--- src/hdl/sfc_pkg.sv ---
package sfc_pkg;

  localparam int TAPS = 512;
  localparam int AW = $clog2(TAPS);
  localparam int CW = $clog2(TAPS + 1);
  localparam int SAMPLE_W = 16;
  localparam int PROD_W = 2 * SAMPLE_W;
  localparam int ACC_W = PROD_W + AW;
  localparam int TAP_COUNT_W = 10;
  localparam int SHIFT_W = 5;

  localparam logic [1:0] ACT_LOAD = 2'd0;
  localparam logic [1:0] ACT_PUSH = 2'd1;
  localparam logic [1:0] ACT_CLEAR = 2'd2;

  localparam logic REG_TAP_COUNT = 1'b0;
  localparam logic REG_OUTPUT_SHIFT = 1'b1;

  typedef struct packed {
    logic          hist_we;
    logic [AW-1:0] hist_waddr;
    logic          coef_we;
    logic [AW-1:0] coef_waddr;
    logic          rd_en;
    logic [AW-1:0] hist_raddr;
    logic [AW-1:0] coef_raddr;
    logic          rd_live;
    logic          acc_clr;
  } lane_ctrl_t;

endpackage

--- src/hdl/sfc_merge.sv ---
module sfc_merge (
  input  logic                                clk,
  input  logic                                load,
  input  logic [sfc_pkg::SHIFT_W-1:0]         shift,
  input  logic signed [sfc_pkg::ACC_W-1:0]    acc_left,
  input  logic signed [sfc_pkg::ACC_W-1:0]    acc_right,
  output logic signed [sfc_pkg::SAMPLE_W-1:0] out_left,
  output logic signed [sfc_pkg::SAMPLE_W-1:0] out_right,
  output logic                                clipped
);
  import sfc_pkg::*;

  localparam logic signed [ACC_W-1:0] MAX_OUT = ACC_W'(32767);
  localparam logic signed [ACC_W-1:0] MIN_OUT = -ACC_W'(32768);

  logic signed [ACC_W-1:0]    rnd;
  logic signed [ACC_W-1:0]    sum_l;
  logic signed [ACC_W-1:0]    sum_r;
  logic signed [ACC_W-1:0]    sh_l;
  logic signed [ACC_W-1:0]    sh_r;
  logic signed [SAMPLE_W-1:0] sat_l;
  logic signed [SAMPLE_W-1:0] sat_r;
  logic                       clip_l;
  logic                       clip_r;

  // round half up, then arithmetic shift
  always_comb begin
    rnd   = (shift == '0) ? '0 : (ACC_W'(1) << (shift - SHIFT_W'(1)));
    sum_l = acc_left + rnd;
    sum_r = acc_right + rnd;
    sh_l  = sum_l >>> shift;
    sh_r  = sum_r >>> shift;
  end

  always_comb begin
    clip_l = 1'b1;
    if (sh_l > MAX_OUT) begin
      sat_l = 16'sh7fff;
    end else if (sh_l < MIN_OUT) begin
      sat_l = -16'sh8000;
    end else begin
      sat_l  = sh_l[SAMPLE_W-1:0];
      clip_l = 1'b0;
    end
    clip_r = 1'b1;
    if (sh_r > MAX_OUT) begin
      sat_r = 16'sh7fff;
    end else if (sh_r < MIN_OUT) begin
      sat_r = -16'sh8000;
    end else begin
      sat_r  = sh_r[SAMPLE_W-1:0];
      clip_r = 1'b0;
    end
  end

  always_ff @(posedge clk) begin
    if (load) begin
      out_left  <= sat_l;
      out_right <= sat_r;
      clipped   <= clip_l | clip_r;
    end
  end

endmodule

--- config.mk ---
export PLATFORM = sky130hd
export DESIGN_NAME = sfc_merge
export DESIGN_NICKNAME = d
export VERILOG_FILES = /design/src/hdl/sfc_pkg.sv /design/src/hdl/sfc_merge.sv
export SDC_FILE = /design/constraint.sdc
export NUM_CORES = 1
export LEC_CHECK = 0
export ABC_AREA = 1
export BUFFER_PORTS_ARGS = -buffer_cell sky130_fd_sc_hd__buf_2
export CAP_MARGIN = 20
export CORE_MARGIN = 2
export CORE_UTILIZATION = 45
export CTS_CLUSTER_SIZE = 16
export DETAILED_ROUTE_END_ITERATION = 8
export GPL_TIMING_DRIVEN = 0
export PLACE_DENSITY = 0.6
export SKIP_CTS_REPAIR_TIMING = 1
export SLEW_MARGIN = 0
export SYNTH_ARGS = -nofsm -noshare
export SYNTH_HDL_FRONTEND = slang
export SYNTH_SLANG_ARGS = --single-unit
export TNS_END_PERCENT = 20
--- constraint.sdc ---
create_clock -name clk -period 15.1 [get_ports clk]
set_input_delay 1.51 -clock clk [delete_from_list [all_inputs] [get_ports clk]]
set_output_delay 1.51 -clock clk [all_outputs]
set_load 0.005 [all_outputs]
==> impl_metrics.csv, run 1 <==
group,metric,value,unit
outcome,status,"complete, no violations",
route,wl_per_cell,20.4,um
global_route,grt_max_degree,34,
setup_path,path_max_fanout,10,
route,dr.pass1.iters,7,
job,maxCapViolCount,0,
clock_network,h-tree-depth,2,
floorplanning,pin_count,122,
route,drc,0,
setup_path,end_kind,"flop",
cells_and_area,stdcell_area,0.0147,mm2
timing,rsz0062_at_grt,"no",
clock_network,path_clk_slew,0.05,ns
setup_path,slowest_stage,"nor2_1",
setup_path,crit_top_cell,"nand3_1",
power_and_ir_drop,leakage,8.12,nW
power_and_ir_drop,powerDensity,42.3,mW/mm2
setup_path,path_buf_inv,7,
placement,placed_cell_area,0.0145,mm2
cells_and_area,final_cell_mix,"nand2_1, nand3_1, inv_1",
synthesis,synth_area_leaders,"nand2_1, nand3_1, inv_1",
clock_network,cts_tree,"yes",
timing,hold_viol,0,
cells_and_area,drive_above_1_share,10.7,%
setup_path,path_class,"primary input to flop",
synthesis,synth_area,0.0134,mm2
synthesis,synth_top_area_cell,"nand2_1",
floorplanning,initial_utilization,45.6,%
route,vias,19000,
synthesis,synth_edf_count,33,
setup_path,crit_family,"simple AND/OR/NAND/NOR gates",
timing,period_share,54.1,%
clock_network,clockBufferDepth,2,
floorplanning,num_rows,63,
synthesis,syn_area_per_cell,4.99,um2
timing,setup_violations,0,
route,drtIter0Drc,2907,
synthesis,synthCells,2693,
setup_path,cp.required,15.14,ns
floorplanning,die_area,0.0312,mm2
synthesis,ys_seq_area_share,7.38,%
synthesis,ys_seq_elements,33,
power_and_ir_drop,peakVddDrop,36.6,uV
floorplanning,core_area,0.0295,mm2
setup_path,cp-start-kind,"primary input",
cells_and_area,areaGrowthSynthToFinish,9.14,%
cells_and_area,fin_nets,2940,
clock_network,cts_root_buffer,"clkbuf_16",
timing,fin_tns_setup,0,ns
timing,slew_viol_final,0,
floorplanning,die_width,177,um
timing,fmaxAchievable,122,MHz
synthesis,synth_ff_type,"edfxtp_1",
clock_network,numCtsBuffers,5,
setup_path,critPathArrivalTime,8.20,ns
cells_and_area,layout_commonest_cell,"nand2_1",
global_route,grt_first_pass_wirelength,99400,um
timing,period_minus_slack,8.17,ns
placement,dp_hpwl,56800,um
route,detail-route-antenna-nets,0,
synthesis,synth_top_area_share,25.8,%
synthesis,yosysWarnings,0,
synthesis,ys_types,54,
timing,tightest_slew,0.910,ns
power_and_ir_drop,p_total,620,uW
clock_network,cts.sink_count,33,
route,avgViaCountPerCell,5.91,
hold_path,hp-class,"primary input to flop",
setup_path,max_stage_delay,0.70,ns
route,routed_wl,65600,um
global_route,overflow,0,
global_route,grt_pass1_vias,17700,
synthesis,async_flop_share,0,%
placement,io_buffers,118,
global_route,antenna_found_initial,1,
global_route,grt_usage,41.4,%
floorplanning,die_y,177,um
timing,relSlewSlack,38.8,%
placement,gp_congestion,1.13,
[per-stage QoR]
| stage | util [%] | cells | hold WS [ns] | setup WS (ns) |
|---|---|---|---|---|
| floorplan | - | 2694 | 1.62 | 9.24 |
| global placement | 49.2 | 3202 | 1.91 | 7.09 |
| detailed placement | 49.2 | 3202 | 1.90 | 7.03 |
| CTS | 49.7 | 3210 | 1.79 | 7.30 |
| global route | 49.7 | 3210 | 1.82 | 6.68 |
| finish | 49.7 | 3211 | 1.81 | 6.93 |
[area by class of cell]
type,instances,area [um2]
multi-input cells,2248,10700
fillers,3375,14800
repair buffers,118,591
flip-flops and latches,33,991
well taps,390,488
clock buffers,5,125
clock inverters,3,17.5
inverters,309,1170
diodes,1,2.50
plain buffers,104,533
[where the power goes]
group	switching (mW)	internal, mW
combinational	0.289	0.120
clock	0.0370	0.0603
sequential	0.00190	0.111
[path summary, 6_finish.rpt]
check | start | end | slack, ns | cells after the start
min | acc_left[40] | out_left[15] | 1.81 | 4
max | shift[2] | out_right[12] | 6.93 | 31
[registers in the layout, summed over array words and instances (netlist names)]
register	cells
clipped	1
out_right	16
out_left	16
[synthesized netlist by cell type, drive strengths merged, types with 5 or more instances]
| cell type | n |
|---|---|
| clkbuf | 23 |
| or2 | 6 |
| nor3 | 22 |
| a31oi | 13 |
| ha | 32 |
| a21oi | 74 |
| nand2 | 977 |
| nor4 | 6 |
| nand3 | 637 |
| o211ai | 12 |
| xor2 | 24 |
| xnor2 | 5 |
| o21bai | 9 |
| nor2 | 278 |
| nand3b | 15 |
| buf | 81 |
| nand4 | 40 |
| inv | 306 |
| edfxtp | 33 |
| o21ai | 76 |
[logic make-up after synthesis]
family	count (synthesis)	share of synthesized area, %
AOI/OAI and AO/OA	199	8.50
and+or+nand+nor	1984	66.4
buffers and inverters	413	12.7
adders and majority gates	32	2.98
other	1	0.0279
xor gates and xnor gates	29	1.89
DFF	33	7.38
muxes	2	0.149
[metal layers]
| layer | vias up | share of wire [%] | global-route usage [%] |
|---|---|---|---|
| li1 | 9060 | - | - |
| met1 | 8539 | 40 | 51.7 |
| met2 | 1132 | 45 | 70.1 |
| met3 | 230 | 9.6 | 5.33 |
| met4 | 0 | 6.0 | 20.6 |
| met5 | - | 0 | 0 |
Note: power is estimated with default switching activity, not from simulation.
==> run 2: changes to the inputs <==
--- a/config.mk
+++ b/config.mk
@@ -5,7 +5,7 @@
 export SDC_FILE = /design/constraint.sdc
 export NUM_CORES = 1
 export LEC_CHECK = 0
-export ABC_AREA = 1
+export ABC_AREA = 0
 export BUFFER_PORTS_ARGS = -buffer_cell sky130_fd_sc_hd__buf_2
 export CAP_MARGIN = 20
 export CORE_MARGIN = 2
==> constraint.sdc (replaced) <==
create_clock -name clk -period 8.3 [get_ports clk]
set_input_delay 0.83 -clock clk [delete_from_list [all_inputs] [get_ports clk]]
set_output_delay 0.83 -clock clk [all_outputs]
set_load 0.005 [all_outputs]
==> run 2 against run 1 <==
Flip-flop and latch count unchanged. Final area increased by 8.4%. Worst setup slack got worse by 6.8 ns. Via count shrank 2.6%. Largest cell class unchanged. Global-route usage is 1.6 points higher. Non-clock buffer count grew 77. Worst hold slack worse by 0.66 ns. Critical path depth down 3. Core utilization up 2.3 points. Critical path type unchanged. Sequential share of layout area shrank 0.52 points. First-iteration DRC count decreased by 2.9%.
==> impl_metrics.csv, run 2 <==
group,metric,value,unit
cells_and_area,areaGrowthSynthToFinish,14.2,%
setup_path,endpoint,"out_right[13]",
cells_and_area,diodes,0,
synthesis,ys_types,114,
power_and_ir_drop,swShare,51.0,%
floorplanning,die_width,180,um
synthesis,synth_top_area_share,7.12,%
synthesis,async_flop_share,0,%
placement,placed_cells,2517,
global_route,grt_first_pass_wirelength,107000,um
floorplanning,initial_utilization,45.6,%
cells_and_area,final_cell_count_no_fill,2548,
cells_and_area,fin_nets,2272,
synthesis,synth_area_leaders,"edfxtp_1, mux2i_1, nand2_1",
floorplanning,core_area,0.0305,mm2
cells_and_area,post-route-util,52.1,%
route,drc,0,
synthesis,syn_area_per_cell,6.87,um2
hold_path,hp-class,"primary input to flop",
job,maxCapViolCount,0,
setup_path,cp-startpoint,"shift[1]",
setup_path,path_max_fanout,19,
power_and_ir_drop,leakage,6.22,nW
setup_path,cp.required,8.34,ns
synthesis,ys_seq_elements,33,
timing,relSlewSlack,10.8,%
clock_network,clockBufferDepth,2,
clock_network,cts.sink_count,33,
synthesis,yosys-top-cells-count,"nand2_1, nor2_1, o21ai_0",
placement,gp_congestion,1.04,
synthesis,ys_seq_area_share,7.12,%
hold_path,min_from,"load",
global_route,antenna_found_initial,3,
timing,fin_tns_setup,0,ns
synthesis,yosysWarnings,0,
clock_network,cts_tree,"yes",
route,drtIter0Drc,2823,
route,vias,18500,
timing,hold_viol,0,
cells_and_area,layout_commonest_cell,"nand2_1",
floorplanning,pin_count,122,
cells_and_area,drive_above_1_share,17.2,%
timing,fmaxAchievable,122,MHz
setup_path,crit_top_cell,"buf_6",
power_and_ir_drop,powerDensity,84.9,mW/mm2
cells_and_area,final_cell_mix,"nand2_1, nor2_1, o21ai_0",
timing,slew_viol_final,0,
placement,dp_hpwl,60300,um
power_and_ir_drop,p_sw,688,uW
clock_network,cts_root_buffer,"clkbuf_16",
setup_path,path_class,"primary input to flop",
synthesis,synth_ff_type,"edfxtp_1",
timing,tightest_slew,1.33,ns
synthesis,yosysMostFrequentCell,"nand2_1",
power_and_ir_drop,pwr-share-seq,15.4,%
setup_path,end_kind,"flop",
route,avgViaCountPerCell,7.25,
global_route,grt_max_degree,34,
setup_path,cp-start-kind,"primary input",
synthesis,synth_area,0.0139,mm2
power_and_ir_drop,peakVddDrop,62.8,uV
floorplanning,die_area,0.0323,mm2
timing,period_minus_slack,8.20,ns
setup_path,critPathArrivalTime,8.23,ns
setup_path,slowest_stage,"o2111ai_1",
route,detail-route-antenna-nets,0,
route,wl_per_cell,29.2,um
power_and_ir_drop,power.internal,660,uW
timing,setup_violations,0,
power_and_ir_drop,p_total,1.35,mW
clock_network,path_clk_slew,0.05,ns
global_route,overflow,0,
floorplanning,num_rows,64,
cells_and_area,fillers,3176,
clock_network,h-tree-depth,2,
setup_path,max_stage_delay,0.48,ns
global_route,grt_usage,43.1,%
cells_and_area,largestRegisters,"out_left (16), out_right (16), clipped (1)",
synthesis,synthCells,2024,
placement,io_buffers,93,
global_route,grt_pass1_vias,16600,
power_and_ir_drop,p_clk_share,15.3,%
floorplanning,die_y,180,um
outcome,status,"complete, no violations",
timing,timing.hold.ws,1.15,ns
route,routed_wl,74500,um
clock_network,numCtsBuffers,5,
synthesis,synth_edf_count,33,
power_and_ir_drop,pwr-share-comb,69.3,%
route,dr.pass1.iters,7,
timing,period_share,98.8,%
synthesis,synth_top_area_cell,"edfxtp_1",
-- run 2: worst min path at each step --
| stage | to | slack, ns | cells after the start |
|---|---|---|---|
| final | out_left[1] | 1.15 | 1 |
| after global routing | out_left[1] | 1.18 | 1 |
| after CTS | out_left[1] | 1.15 | 1 |
| after detailed placement | out_right[11] | 1.23 | 1 |
| after global placement | out_left[8] | 1.23 | 1 |
| after floorplan | clipped | 0.94 | 0 |
-- run 2: cells by family after synthesis --
kind of cell	Yosys count	synth area share, %
adder cells (fa/ha/maj)	35	3.09
AO/OA/AOI/OAI	717	36.9
multiplexers	136	11.7
AND/OR/NAND/NOR	793	29.0
other	1	0.0270
XOR/XNOR	95	5.98
buffers and inverters	214	6.16
flip-flops	33	7.12
-- run 2: power groups by stage --
stage | Combinational (mW) | Clock [mW] | Sequential (mW)
floorplan | 0.544 | 0 | 0.214
global placement | 0.838 | 0 | 0.211
detailed placement | 0.841 | 0 | 0.211
CTS | 0.845 | 0.208 | 0.208
global route | 0.976 | 0.216 | 0.209
finish | 0.934 | 0.206 | 0.208
-- run 2: critical path: cells and delay by family --
| kind | cells | cell delay [ns] |
|---|---|---|
| buf+inv | 13 | 2.76 |
| compound gates | 10 | 3.17 |
| simple gates | 4 | 0.97 |
| fa+ha+maj | 1 | 0.46 |
-- run 2: stage by stage --
stage / instance area (um2) / worst slack (ns)
2_1_floorplan: 13900 / 0.0165
3_3_place_gp: 14900 / -3.97
3_5_place_dp: 14900 / -3.57
4_1_cts: 15100 / -3.32
5_1_grt: 15900 / -0.101
6_report: 15900 / 0.102
-- run 2: cell type report --
type / instances / area (um2) / area share (%)
Tap cell: 396 / 495 / 3.12
Multi-Input combinational cell: 1779 / 12500 / 78.9
Clock buffer: 6 / 129 / 0.811
Inverter: 33 / 128 / 0.803
Clock inverter: 2 / 33.8 / 0.213
Timing Repair Buffer: 127 / 713 / 4.49
Buffer: 172 / 866 / 5.45
Sequential cell: 33 / 991 / 6.24
-- run 2: layer usage --
metal,share of wire [%],wire length (um),vias to the layer above,global-route usage (%)
li1,-,-,8059,-
met1,39,29300,8671,57.1
met5,0.060,45,-,0
met2,41,30800,1435,64.4
met3,13,9630,304,10.7
met4,6.4,4740,6,22.2
